File: src/rtl/circular_queue_with_dump_macros.svh
// ----------------------------------------------------------------------------
// Circular queue assertion macros
// Shared concurrent-assertion shorthands, clocked on clk_i and held off
// while rst_ni is low.
// ----------------------------------------------------------------------------
`ifndef CIRCULAR_QUEUE_WITH_DUMP_MACROS_SVH
`define CIRCULAR_QUEUE_WITH_DUMP_MACROS_SVH

// The consequent must hold in the same cycle as the antecedent.
`define CQD_ASSERT_NOW(lbl, ante, cons) \
  lbl: assert property (@(posedge clk_i) disable iff (!rst_ni) (ante) |-> (cons)) \
    else $error("circular queue: same-cycle check failed");

// The consequent must hold in the cycle after the antecedent.
`define CQD_ASSERT_NEXT(lbl, ante, cons) \
  lbl: assert property (@(posedge clk_i) disable iff (!rst_ni) (ante) |=> (cons)) \
    else $error("circular queue: next-cycle check failed");

`endif

File: src/rtl/cqd_pkg.sv
// ----------------------------------------------------------------------------
// Circular queue package
// Field widths, opcode and status codes, and the command and status
// structs passed between the controller and the datapath.
// ----------------------------------------------------------------------------
package cqd_pkg;

  localparam int unsigned DataW = 32;
  localparam int unsigned OpW   = 2;
  localparam int unsigned StsW  = 2;

  localparam logic [OpW-1:0] OP_INSERT = 2'd0;
  localparam logic [OpW-1:0] OP_DELETE = 2'd1;
  localparam logic [OpW-1:0] OP_DUMP   = 2'd2;

  localparam logic [StsW-1:0] ST_OK        = 2'd0;
  localparam logic [StsW-1:0] ST_OVERFLOW  = 2'd1;
  localparam logic [StsW-1:0] ST_UNDERFLOW = 2'd2;
  localparam logic [StsW-1:0] ST_EMPTY     = 2'd3;

  // Commands from the controller to the datapath.
  typedef struct packed {
    logic            wr_en;       // store the input word at the tail
    logic            pop;         // read the head, advance it, one result to send
    logic            dump_start;  // read the head, walk all occupied slots
    logic            emit;        // send the read word, fetch the next one
    logic            imm_load;    // send a result without memory data
    logic [StsW-1:0] imm_status;
  } cqd_cmd_t;

  // Status from the datapath to the controller.
  typedef struct packed {
    logic full;
    logic empty;
    logic remain_one;  // the word being sent is the final one of the item
    logic out_free;    // the output register can take a result this cycle
  } cqd_sts_t;

endpackage

File: src/rtl/cqd_ctrl.sv
// ----------------------------------------------------------------------------
// Circular queue controller
// Decodes each accepted transaction and sequences the memory reads that a
// delete or a dump needs.
// ----------------------------------------------------------------------------
module cqd_ctrl (
  input  logic                     clk_i,
  input  logic                     rst_ni,
  input  logic                     s_valid_i,
  input  logic [cqd_pkg::OpW-1:0]  s_opcode_i,
  output logic                     s_ready_o,
  input  cqd_pkg::cqd_sts_t        sts_i,
  output cqd_pkg::cqd_cmd_t        cmd_o
);
  import cqd_pkg::*;

  localparam logic StIdle   = 1'b0;
  localparam logic StStream = 1'b1;

  logic state_q, state_d;
  logic accept;

  assign s_ready_o = (state_q == StIdle) && sts_i.out_free;
  assign accept    = s_valid_i && s_ready_o;

  always_comb begin
    state_d          = state_q;
    cmd_o            = '0;
    cmd_o.imm_status = ST_OK;
    unique case (state_q)
      StIdle: begin
        if (accept) begin
          unique case (s_opcode_i)
            OP_INSERT: begin
              cmd_o.imm_load = 1'b1;
              if (sts_i.full) begin
                cmd_o.imm_status = ST_OVERFLOW;
              end else begin
                cmd_o.wr_en = 1'b1;
              end
            end
            OP_DELETE: begin
              if (sts_i.empty) begin
                cmd_o.imm_load   = 1'b1;
                cmd_o.imm_status = ST_UNDERFLOW;
              end else begin
                cmd_o.pop = 1'b1;
                state_d   = StStream;
              end
            end
            OP_DUMP: begin
              if (sts_i.empty) begin
                cmd_o.imm_load   = 1'b1;
                cmd_o.imm_status = ST_EMPTY;
              end else begin
                cmd_o.dump_start = 1'b1;
                state_d          = StStream;
              end
            end
            default: begin
              // The unused opcode is dropped without a result.
            end
          endcase
        end
      end
      StStream: begin
        if (sts_i.out_free) begin
          cmd_o.emit = 1'b1;
          if (sts_i.remain_one) begin
            state_d = StIdle;
          end
        end
      end
      default: state_d = StIdle;
    endcase
  end

  always_ff @(posedge clk_i or negedge rst_ni) begin
    if (!rst_ni) begin
      state_q <= StIdle;
    end else begin
      state_q <= state_d;
    end
  end

endmodule

File: src/rtl/cqd_dpath.sv
// ----------------------------------------------------------------------------
// Circular queue datapath
// Slot memory, head and tail pointers, occupancy count, dump walker and the
// output register.
// ----------------------------------------------------------------------------
`include "circular_queue_with_dump_macros.svh"

module cqd_dpath #(
  parameter int unsigned DEPTH = 16
) (
  input  logic                      clk_i,
  input  logic                      rst_ni,
  input  cqd_pkg::cqd_cmd_t         cmd_i,
  output cqd_pkg::cqd_sts_t         sts_o,
  input  logic [cqd_pkg::DataW-1:0] wr_data_i,
  output logic                      out_valid_o,
  input  logic                      out_ready_i,
  output logic [cqd_pkg::StsW-1:0]  out_status_o,
  output logic [cqd_pkg::DataW-1:0] out_data_o,
  output logic                      out_last_o
);
  import cqd_pkg::*;

  localparam int unsigned IW = $clog2(DEPTH);
  localparam int unsigned OW = $clog2(DEPTH + 1);

  function automatic logic [IW-1:0] next_idx(input logic [IW-1:0] idx);
    return (idx == IW'(DEPTH - 1)) ? '0 : idx + 1'b1;
  endfunction

  logic [DataW-1:0] mem [DEPTH];
  logic [DataW-1:0] rd_q;
  logic [IW-1:0]    head_q, head_d, tail_q, tail_d, walk_q, walk_d, rd_addr;
  logic [OW-1:0]    occ_q, occ_d, remain_q, remain_d;
  logic             rd_en;
  logic             out_valid_q, out_valid_d, out_load;
  logic [StsW-1:0]  out_status_q;
  logic [DataW-1:0] out_data_q;
  logic             out_last_q;

  assign sts_o.full       = (occ_q == OW'(DEPTH));
  assign sts_o.empty      = (occ_q == '0);
  assign sts_o.remain_one = (remain_q == OW'(1));
  assign sts_o.out_free   = !out_valid_q || out_ready_i;

  // The walker fetches the next slot as the current word leaves.
  assign rd_en   = cmd_i.pop || cmd_i.dump_start || (cmd_i.emit && !sts_o.remain_one);
  assign rd_addr = (cmd_i.emit) ? walk_q : head_q;

  always_ff @(posedge clk_i) begin
    if (cmd_i.wr_en) begin
      mem[tail_q] <= wr_data_i;
    end
  end

  always_ff @(posedge clk_i) begin
    if (rd_en) begin
      rd_q <= mem[rd_addr];
    end
  end

  always_comb begin
    head_d   = head_q;
    tail_d   = tail_q;
    occ_d    = occ_q;
    walk_d   = walk_q;
    remain_d = remain_q;
    if (cmd_i.wr_en) begin
      tail_d = next_idx(tail_q);
      occ_d  = occ_q + 1'b1;
    end
    if (cmd_i.pop) begin
      head_d   = next_idx(head_q);
      occ_d    = occ_q - 1'b1;
      walk_d   = next_idx(head_q);
      remain_d = OW'(1);
    end
    if (cmd_i.dump_start) begin
      walk_d   = next_idx(head_q);
      remain_d = occ_q;
    end
    if (cmd_i.emit && !sts_o.remain_one) begin
      walk_d   = next_idx(walk_q);
      remain_d = remain_q - 1'b1;
    end
  end

  always_ff @(posedge clk_i or negedge rst_ni) begin
    if (!rst_ni) begin
      head_q   <= '0;
      tail_q   <= '0;
      occ_q    <= '0;
      walk_q   <= '0;
      remain_q <= '0;
    end else begin
      head_q   <= head_d;
      tail_q   <= tail_d;
      occ_q    <= occ_d;
      walk_q   <= walk_d;
      remain_q <= remain_d;
    end
  end

  assign out_load    = cmd_i.emit || cmd_i.imm_load;
  assign out_valid_d = out_load || (out_valid_q && !out_ready_i);

  always_ff @(posedge clk_i or negedge rst_ni) begin
    if (!rst_ni) begin
      out_valid_q <= 1'b0;
    end else begin
      out_valid_q <= out_valid_d;
    end
  end

  always_ff @(posedge clk_i) begin
    if (cmd_i.emit) begin
      out_status_q <= ST_OK;
      out_data_q   <= rd_q;
      out_last_q   <= sts_o.remain_one;
    end else if (cmd_i.imm_load) begin
      out_status_q <= cmd_i.imm_status;
      out_data_q   <= '0;
      out_last_q   <= 1'b1;
    end
  end

  assign out_valid_o  = out_valid_q;
  assign out_status_o = out_status_q;
  assign out_data_o   = out_data_q;
  assign out_last_o   = out_last_q;

  `CQD_ASSERT_NOW(a_occ_bound, 1'b1, occ_q <= OW'(DEPTH))
  `CQD_ASSERT_NOW(a_no_write_full, cmd_i.wr_en, !sts_o.full)
  `CQD_ASSERT_NOW(a_no_read_empty, cmd_i.pop || cmd_i.dump_start, !sts_o.empty)
  `CQD_ASSERT_NOW(a_load_when_free, out_load, sts_o.out_free)
  `CQD_ASSERT_NEXT(a_final_marked, cmd_i.emit && sts_o.remain_one, out_valid_q && out_last_q)

endmodule

File: src/rtl/circular_queue_with_dump.sv
// ----------------------------------------------------------------------------
// Circular queue with dump
// Ring-buffer FIFO of signed 32-bit words with insert, delete and an
// in-order dump of all stored words.
//
//   Channel   Direction  tdata            tuser            tlast
//   s_axis    in         data_in[31:0]    opcode[1:0]      -
//   m_axis    out        data_out[31:0]   status[1:0]      last
//
// Insert and every error or empty result load the output register directly;
// delete and dump first read the head through the registered memory read port.
// The dump walker sends one word per cycle while m_axis is not stalled.
// A result held by a stalled m_axis keeps s_axis_tready low until it leaves.
// Reset clears the pointers and the count; slot contents are not cleared.
// ----------------------------------------------------------------------------
module circular_queue_with_dump #(
  parameter int unsigned DEPTH = 16
) (
  input  logic                      clk_i,
  input  logic                      rst_ni,
  input  logic                      s_axis_tvalid,
  output logic                      s_axis_tready,
  input  logic [cqd_pkg::DataW-1:0] s_axis_tdata,   // [31:0] data_in
  input  logic [cqd_pkg::OpW-1:0]   s_axis_tuser,   // [1:0] opcode
  output logic                      m_axis_tvalid,
  input  logic                      m_axis_tready,
  output logic [cqd_pkg::DataW-1:0] m_axis_tdata,   // [31:0] data_out
  output logic [cqd_pkg::StsW-1:0]  m_axis_tuser,   // [1:0] status
  output logic                      m_axis_tlast
);
  import cqd_pkg::*;

  cqd_cmd_t cmd;
  cqd_sts_t sts;

  cqd_ctrl u_ctrl (
    .clk_i      (clk_i),
    .rst_ni     (rst_ni),
    .s_valid_i  (s_axis_tvalid),
    .s_opcode_i (s_axis_tuser),
    .s_ready_o  (s_axis_tready),
    .sts_i      (sts),
    .cmd_o      (cmd)
  );

  cqd_dpath #(
    .DEPTH (DEPTH)
  ) u_dpath (
    .clk_i        (clk_i),
    .rst_ni       (rst_ni),
    .cmd_i        (cmd),
    .sts_o        (sts),
    .wr_data_i    (s_axis_tdata),
    .out_valid_o  (m_axis_tvalid),
    .out_ready_i  (m_axis_tready),
    .out_status_o (m_axis_tuser),
    .out_data_o   (m_axis_tdata),
    .out_last_o   (m_axis_tlast)
  );

endmodule
File: config.mk
export PLATFORM = sky130hd
export DESIGN_NAME = circular_queue_with_dump
export DESIGN_NICKNAME = d
export VERILOG_FILES = /design/src/rtl/cqd_pkg.sv /design/src/rtl/cqd_ctrl.sv /design/src/rtl/cqd_dpath.sv /design/src/rtl/circular_queue_with_dump.sv
export VERILOG_INCLUDE_DIRS = /design/src /design/src/rtl
export SDC_FILE = /design/constraint.sdc
export NUM_CORES = 1
export LEC_CHECK = 0
export CORE_MARGIN = 1
export CORE_UTILIZATION = 50
export DETAILED_ROUTE_END_ITERATION = 7
export DONT_BUFFER_PORTS = 1
export MAX_ROUTING_LAYER = met4
export PLACE_DENSITY = 0.65
export SLEW_MARGIN = 20
export SYNTH_ARGS = -nofsm -noshare
export SYNTH_HDL_FRONTEND = slang
export SYNTH_HIERARCHICAL = 1
export SYNTH_SLANG_ARGS = --single-unit
File: constraint.sdc
create_clock -name clk_i -period 4.4 [get_ports clk_i]
set_clock_uncertainty 0.05 [all_clocks]
set_input_delay 0.22 -clock clk_i [delete_from_list [all_inputs] [get_ports clk_i]]
set_output_delay 0.22 -clock clk_i [all_outputs]
set_load 0.005 [all_outputs]
==> impl_metrics.sql, run 1 <==
INSERT INTO impl_metrics (metric_group, metric, value, unit) VALUES
('power_and_ir_drop', 'share_seq_of_total_power', '0.416', ''),
('sta', 'slew-limit-headroom', '0.438', ''),
('yosys', 'avg_inst_size_synth', '17.9', 'um2'),
('status', 'status', 'completed', ''),
('power_and_ir_drop', 'switching_share', '0.306', ''),
('clock_network', 'clk_pin_slew', '0.06', 'ns'),
('sta', 'grt_setup_unrepaired', 'no', ''),
('yosys', 'ys_async_sr_fraction', '0.0398', ''),
('critical_path', 'cp_max_fo', '110', ''),
('sta', 'report.final.slew_viol_count', '0', ''),
('clock_network', 'cts_root_buffer', 'sky130_fd_sc_hd__clkbuf_16', ''),
('floorplan', 'dieHeight', '218', 'um'),
('yosys', 'ys_top_cells_by_area', 'sky130_fd_sc_hd__edfxtp_1, sky130_fd_sc_hd__mux2i_1, sky130_fd_sc_hd__o22ai_1, sky130_fd_sc_hd__dfrtp_1, sky130_fd_sc_hd__or4_1', ''),
('hold_path', 'hp-class', 'in -> reg', ''),
('yosys', 'synth_top_cell_by_area', 'sky130_fd_sc_hd__edfxtp_1', ''),
('floorplan', 'placement_rows', '78', ''),
('power_and_ir_drop', 'power_switching', '5.43', 'mW'),
('critical_path', 'timing.critical_path.to_type', 'flip-flop', ''),
('yosys', 'synth_edf_count', '577', ''),
('floorplan', 'core_region_area', '45600', 'um2'),
('global_route', 'grt_start_max_net_pins', '111', ''),
('critical_path', 'crit_slowest_cell', 'sky130_fd_sc_hd__buf_12', ''),
('route', 'via_per_inst', '5.82', ''),
('power_and_ir_drop', 'power.density_cell_area', '661', 'nW/um2'),
('clock_network', 'total_of_cells_resized_after_clock_tree_synthesis', '0', ''),
('yosys', 'synth_compound_area_frac', '0.0469', ''),
('final_layout', 'final.fill_count', '3264', ''),
('route', 'drt_first_iter_violations', '1208', ''),
('place', 'gp_congestion', '0.781', ''),
('yosys', 'ys.flop_type', 'sky130_fd_sc_hd__edfxtp_1', ''),
('critical_path', 'data_arrival_at_the_endpoint_of_the_critical_path', '3.76', 'ns'),
('route', 'finalWirelength', '50300', 'um'),
('route', 'detailroute.via_count', '11817', ''),
('power_and_ir_drop', 'leakagePower', '9.66', 'nW'),
('clock_network', 'total_clock_sinks', '603', ''),
('clock_network', 'cts_inserted_buffers', '59', ''),
('yosys', 'yosysWarningCount', '6', ''),
('critical_path', 'worst-path-buf-inv', '1', ''),
('floorplan', 'start_util', '0.510', ''),
('clock_network', 'htree_num_levels', '2', ''),
('power_and_ir_drop', 'power', '17.8', 'mW'),
('yosys', 'ys_ff_latch', '603', ''),
('power_and_ir_drop', 'combinational_power_share', '0.288', ''),
('final_layout', 'syn_to_final_growth', '15.5', '%'),
('route', 'detail_route.drc_violations', '0', ''),
('yosys', 'syn_nets', '1354', ''),
('sta', 'fmax', '290', 'MHz'),
('critical_path', 'cp_slowest_stage_delay', '0.58', 'ns'),
('sta', 'final_min_period_over_clock_period', '0.783', ''),
('sta', 'tns', '0', 'ns'),
('power_and_ir_drop', 'internal-power', '12.3', 'mW'),
('final_layout', 'post_route_cells_drive_above_1_share', '0.122', ''),
('critical_path', 'required_time_at_the_worst_slack_endpoint', '4.71', 'ns'),
('job', 'maxCapViolCount', '0', ''),
('route', 'drt_pass1_iterations', '5', ''),
('sta', 'worstMarginPinSlew', '0.843', 'ns'),
('yosys', 'post-synth-top-area-fraction', '0.746', ''),
('power_and_ir_drop', 'ir_worst_vdd', '700', 'uV'),
('critical_path', 'setup.worst_path.start_class', 'flip-flop', ''),
('place', 'place.detailed.hpwl', '27300', 'um'),
('critical_path', 'worstPathCellList', 'nand2b_1, and2_2, mux2i_4, buf_12, mux2i_1, o22ai_1, or4_1', ''),
('sta', 'fin_crit', '3.44', 'ns'),
('clock_network', 'worstSkewPairLatency', '0.63', 'ns'),
('clock_network', 'cts_setup_buffers', '0', ''),
('route', 'wl_per_cell', '24.8', 'um'),
('yosys', 'largest_family_of_logic_cells_by_synthesized_area', 'multiplexers', ''),
('global_route', 'first_global_vias', '11514', ''),
('global_route', 'grt_antenna_before_repair', '2', ''),
('critical_path', 'cp_top_family', 'simple AND/OR/NAND/NOR gates', ''),
('yosys', 'synth_cell_type_count', '47', ''),
('yosys', 'portion_of_netlist_area_occupied_by_mux_cells', '0.115', '');
registers in the layout, summed over array words and instances (netlist names):
register,cells
u_ctrl/state_q,1
u_dpath/head_q,4
u_dpath/mem,512
u_dpath/occ_q,5
u_dpath/out_data_o,32
u_dpath/out_last_o,1
u_dpath/out_status_o,2
u_dpath/out_valid_o,1
u_dpath/rd_q,32
u_dpath/remain_q,5
u_dpath/tail_q,4
u_dpath/walk_q,4
cells in the mapped netlist (4+ instances only):
library cell,number
sky130_fd_sc_hd__buf_1,8
sky130_fd_sc_hd__inv_1,13
sky130_fd_sc_hd__ha_1,15
sky130_fd_sc_hd__clkbuf_1,17
sky130_fd_sc_hd__nand3_1,6
sky130_fd_sc_hd__nor3_1,4
sky130_fd_sc_hd__dfrtp_1,24
sky130_fd_sc_hd__xnor2_1,4
sky130_fd_sc_hd__nand2b_1,11
sky130_fd_sc_hd__nand2_1,28
sky130_fd_sc_hd__o21ai_0,18
sky130_fd_sc_hd__buf_2,38
sky130_fd_sc_hd__o22ai_1,130
sky130_fd_sc_hd__a21o_1,6
sky130_fd_sc_hd__a21oi_1,9
sky130_fd_sc_hd__and2_1,32
sky130_fd_sc_hd__or4_1,33
sky130_fd_sc_hd__mux2i_1,263
sky130_fd_sc_hd__edfxtp_1,577
sky130_fd_sc_hd__nor2_1,28
final cells by class:
cell class / instances / area, um2 / share of cell area
tap: 600 / 751 / 0.0280
sequential: 603 / 18000 / 0.670
inverter: 13 / 48.8 / 0.00182
multi-input combinational: 620 / 5080 / 0.189
clock inverter: 41 / 519 / 0.0194
antenna: 2 / 5.00 / 0.000187
timing repair buffer: 84 / 933 / 0.0348
clock buffer: 68 / 1530 / 0.0571
worst paths after layout:
kind,startpoint,to,slack [ns],depth (start not counted)
worst min-delay path,s_axis_tuser[0],u_dpath/out_status_o[1]$_SDFFE_PP0P_,0.09,5
worst max register to register,u_dpath/out_valid_o$_DFF_PN0_,u_dpath/rd_q[19]$_DFFE_PP_,0.96,7
worst max-delay path,u_dpath/out_valid_o$_DFF_PN0_,u_dpath/rd_q[19]$_DFFE_PP_,0.96,7
worst min register to register,u_dpath/rd_q[11]$_DFFE_PP_,u_dpath/out_data_o[11]$_SDFFCE_PN0P_,0.47,1
max in group asynchronous,rst_ni,u_dpath/tail_q[0]$_DFFE_PN0P_,4.03,3
min in group asynchronous,rst_ni,u_dpath/head_q[3]$_DFFE_PN0P_,0.11,3
worst register-to-register path, cell delays in order (launching register included):
cell	delay [ns]
sky130_fd_sc_hd__dfrtp_1	0.39
sky130_fd_sc_hd__nand2b_1	0.21
sky130_fd_sc_hd__and2_2	0.50
sky130_fd_sc_hd__mux2i_4	0.38
sky130_fd_sc_hd__buf_12	0.58
sky130_fd_sc_hd__mux2i_1	0.42
sky130_fd_sc_hd__o22ai_1	0.10
sky130_fd_sc_hd__or4_1	0.57
power groups by stage:
stage / Clock [mW] / Combinational (mW) / Sequential (mW)
after detailed placement: 0 / 5.04 / 7.50
final: 5.25 / 5.11 / 7.38
after global routing: 5.58 / 5.52 / 7.44
after CTS: 5.34 / 5.15 / 7.39
after floorplan: 0 / 3.65 / 7.35
after global placement: 0 / 4.95 / 7.50
routing by layer:
metal	global-route usage	vias to the layer above	share of wire
met5	-	-	0
met4	0.0575	0	0.020
met3	0.0416	73	0.059
met2	0.348	325	0.48
met1	0.305	6062	0.44
li1	-	5357	-
per-stage QoR:
stage                     area (um2)  instances  utilization
final                          26800       2031        0.589
after global routing           26800       2031        0.589
after CTS                      26800       2029        0.589
after detailed placement       24400       1882        0.535
after global placement         24400       1882        0.535
after floorplan                23200       1300            -
cells by family after synthesis:
family | count (synthesis)
buffers and inverters | 77
flip-flops | 603
AND/OR/NAND/NOR | 156
multiplexers | 266
adder cells (fa/ha/maj) | 16
AO/OA/AOI/OAI | 175
XOR/XNOR | 7
placed cells by master, fill, tap and decap left out, drive strengths merged, types with 19 or more instances in the layout:
cell type / n
edfxtp: 577
mux2i: 263
o22ai: 130
clkbuf: 68
buf: 48
dlygate4sd3: 36
or4: 33
and2: 33
nand2: 29
nor2: 28
clkinv: 25
dfrtp: 24
o21ai: 19
(Power assumes the default switching activity.)
==> run 2: changes to the inputs <==
- ABC_AREA: default -> 1
- clock period: 4.4 -> 3.5 ns (I/O delays scaled with it)
==> impl_metrics.sql, run 2 <==
INSERT INTO impl_metrics (metric_group, metric, value, unit) VALUES
('status', 'status', 'completed', ''),
('route', 'finalWirelength', '68600', 'um'),
('clock_network', 'cts_root_buffer', 'sky130_fd_sc_hd__clkbuf_16', ''),
('clock_network', 'cts_setup_buffers', '0', ''),
('clock_network', 'cts_inserted_buffers', '66', ''),
('critical_path', 'data_arrival_at_the_endpoint_of_the_critical_path', '3.18', 'ns'),
('floorplan', 'dieWidth', '232', 'um'),
('floorplan', 'placement_rows', '83', ''),
('yosys', 'most_frequent_cell_after_synthesis', 'sky130_fd_sc_hd__nand3_1', ''),
('sta', 'timing.final.ws_setup', '0.610', 'ns'),
('yosys', 'ys_async_sr_fraction', '0.0398', ''),
('critical_path', 'r2r.worst_path.cells', '10', ''),
('clock_network', 'cts_hold_repair.buffers', '41', ''),
('global_route', 'first_global_vias', '17497', ''),
('yosys', 'synth_edf_count', '577', ''),
('yosys', 'syn_nets', '2516', ''),
('place', 'post-place-cells', '3069', ''),
('yosys', 'netlist_area', '26300', 'um2'),
('global_route', 'grt_first_pass_wirelength', '105000', 'um'),
('route', 'wl_per_cell', '21.2', 'um'),
('yosys', 'yosysSeqAreaShare', '0.682', ''),
('yosys', 'synth_top_cell_by_area', 'sky130_fd_sc_hd__edfxtp_1', ''),
('floorplan', 'start_util', '0.509', ''),
('sta', 'fin_crit', '2.89', 'ns'),
('final_layout', 'layout.cells.non_filler', '3232', ''),
('critical_path', 'required_time_at_the_worst_slack_endpoint', '3.79', 'ns'),
('power_and_ir_drop', 'ir_worst_vdd', '685', 'uV'),
('final_layout', 'commonest_cells_after_routing_fill_and_taps_aside', 'sky130_fd_sc_hd__nand3_1, sky130_fd_sc_hd__edfxtp_1, sky130_fd_sc_hd__inv_1, sky130_fd_sc_hd__nand2_1, sky130_fd_sc_hd__clkbuf_16', ''),
('yosys', 'synth_cell_type_count', '30', ''),
('final_layout', 'fin_area', '30100', 'um2'),
('global_route', 'grt_start_max_net_pins', '193', ''),
('floorplan', 'die_area', '53600', 'um2'),
('global_route', 'grt_remaining_overflow', '0', ''),
('clock_network', 'clk_path_buf_depth', '3', ''),
('final_layout', 'final_common_cell', 'sky130_fd_sc_hd__nand3_1', ''),
('place', 'dp_slack', '0.658', 'ns'),
('sta', 'setup_violations', '0', ''),
('final_layout', 'syn_to_final_growth', '14.1', '%'),
('route', 'via_per_inst', '5.56', ''),
('place', 'number_of_buffers_inserted_by_port_buffering', '0', ''),
('job', 'maxCapViolCount', '0', ''),
('clock_network', 'total_of_cells_resized_after_clock_tree_synthesis', '0', ''),
('final_layout', 'final_core_utilization', '0.581', ''),
('hold_path', 'hp-class', 'in -> async', ''),
('route', 'detailroute.via_count', '17956', ''),
('yosys', 'synthCells', '2462', ''),
('clock_network', 'clk_pin_slew', '0.06', 'ns'),
('power_and_ir_drop', 'combinational_power_share', '0.386', ''),
('sta', 'report.final.slew_viol_count', '0', ''),
('sta', 'fmax', '346', 'MHz'),
('critical_path', 'timing.critical_path.to_type', 'flip-flop', ''),
('power_and_ir_drop', 'power', '26.0', 'mW'),
('route', 'drt_first_iter_violations', '2091', ''),
('yosys', 'post_synth_most_frequent_cells', 'sky130_fd_sc_hd__nand3_1, sky130_fd_sc_hd__edfxtp_1, sky130_fd_sc_hd__inv_1', ''),
('floorplan', 'io_pins', '75', ''),
('floorplan', 'dieHeight', '232', 'um'),
('final_layout', 'post_route_cells_drive_above_1_share', '0.0745', ''),
('route', 'detail_route.drc_violations', '0', ''),
('power_and_ir_drop', 'share_seq_of_total_power', '0.357', ''),
('critical_path', 'cp_max_fo', '22', ''),
('power_and_ir_drop', 'power_switching', '10.3', 'mW'),
('power_and_ir_drop', 'internal-power', '15.7', 'mW'),
('yosys', 'yosysWarningCount', '6', ''),
('route', 'drt_pass1_iterations', '5', ''),
('final_layout', 'max_flop_register', 'u_dpath/mem', ''),
('sta', 'tns', '0', 'ns'),
('clock_network', 'worstSkewPairLatency', '0.60', 'ns'),
('power_and_ir_drop', 'power.density_cell_area', '864', 'nW/um2'),
('critical_path', 'setup.worst_path.start_class', 'flip-flop', ''),
('global_route', 'grtUsageTotal', '0.269', ''),
('power_and_ir_drop', 'leakagePower', '12.6', 'nW'),
('sta', 'worstMarginPinSlew', '1.00', 'ns'),
('clock_network', 'total_clock_sinks', '603', ''),
('sta', 'final_min_period_over_clock_period', '0.826', ''),
('yosys', 'ys_top_cells_by_area', 'sky130_fd_sc_hd__edfxtp_1, sky130_fd_sc_hd__nand3_1, sky130_fd_sc_hd__inv_1, sky130_fd_sc_hd__nand2_1, sky130_fd_sc_hd__dfrtp_1', ''),
('yosys', 'post-synth-top-area-fraction', '0.658', ''),
('final_layout', 'layout_net_count', '2553', ''),
('sta', 'slew-limit-headroom', '0.333', ''),
('power_and_ir_drop', 'switching_share', '0.395', ''),
('critical_path', 'kind_of_critical_path', 'reg -> reg', ''),
('place', 'gp_congestion', '0.858', ''),
('sta', 'grt_setup_unrepaired', 'no', ''),
('yosys', 'avg_inst_size_synth', '10.7', 'um2'),
('sta', 'hold_viol', '0', ''),
('final_layout', 'largest_reg_flops', '512', ''),
('route', 'antenna_left', '0', ''),
('place', 'place.detailed.hpwl', '38300', 'um'),
('yosys', 'ys.flop_type', 'sky130_fd_sc_hd__edfxtp_1', ''),
('power_and_ir_drop', 'p_clk_frac', '0.258', ''),
('floorplan', 'core_region_area', '51700', 'um2'),
('yosys', 'ys_ff_latch', '603', ''),
('clock_network', 'clock_tree_from_tritoncts', 'built', ''),
('global_route', 'grt_antenna_before_repair', '1', ''),
('place', 'dpl_cell_area', '27500', 'um2'),
('clock_network', 'htree_num_levels', '3', ''),
('sta', 'hold_ws', '0.0739', 'ns');
## run 2: layer usage
layer  GRT usage  vias up  wire length (um)
li1            -     8245                 -
met3      0.0418      139              5450
met1       0.352     8702             28200
met4       0.103        0              2080
met2       0.423      870             32800
met5           -        -                 0
## run 2: cells by family after synthesis
group,after synthesis,synth area share
and+or+nand+nor,1152,0.205
buffers and inverters,650,0.0959
DFF,603,0.682
AOI/OAI and AO/OA,33,0.00689
adders and majority gates,16,0.00789
xor gates and xnor gates,8,0.00266
## run 2: layout make-up
cell class | count | area (um2)
tap | 680 | 851
clock buffer | 82 | 1750
multi-input combinational | 1209 | 6040
clock inverter | 38 | 325
fill | 4186 | 21700
sequential | 603 | 18000
timing repair buffer | 100 | 1170
inverter | 519 | 1950
antenna | 1 | 2.50
## run 2: critical path: stages, from the launching register on
cell and delay, ns:
sky130_fd_sc_hd__dfrtp_1 0.40, sky130_fd_sc_hd__nand2_1 0.20, sky130_fd_sc_hd__nand2_1 0.10, sky130_fd_sc_hd__inv_2 0.22
sky130_fd_sc_hd__buf_4 0.43, sky130_fd_sc_hd__o21ai_4 0.13, sky130_fd_sc_hd__inv_2 0.38, sky130_fd_sc_hd__buf_4 0.38
sky130_fd_sc_hd__nand3_1 0.17, sky130_fd_sc_hd__nand3_1 0.10, sky130_fd_sc_hd__nand2_1 0.05
## run 2: final timing paths
kind | start | end | slack (ns)
max in group asynchronous | rst_ni | u_dpath/walk_q[0]$_DFFE_PN0P_ | 3.17
hold / removal | rst_ni | u_ctrl/state_q$_DFF_PN0_ | 0.07
min in group clk_i | s_axis_tuser[1] | u_dpath/remain_q[1]$_DFFE_PN0P_ | 0.11
setup / recovery | u_dpath/out_valid_o$_DFF_PN0_ | u_dpath/rd_q[30]$_DFFE_PP_ | 0.61
hold reg to reg | u_dpath/rd_q[30]$_DFFE_PP_ | u_dpath/out_data_o[30]$_SDFFCE_PN0P_ | 0.47
setup reg to reg | u_dpath/out_valid_o$_DFF_PN0_ | u_dpath/rd_q[30]$_DFFE_PP_ | 0.61
## run 2: power by group through the flow
stage	combinational (mW)	sequential, mW	clock, mW
2_1_floorplan	6.44	9.23	0
3_3_place_gp	9.56	9.41	0
3_5_place_dp	9.69	9.42	0
4_1_cts	9.89	9.27	6.78
5_1_grt	10.9	9.33	7.05
6_report	10.0	9.27	6.69
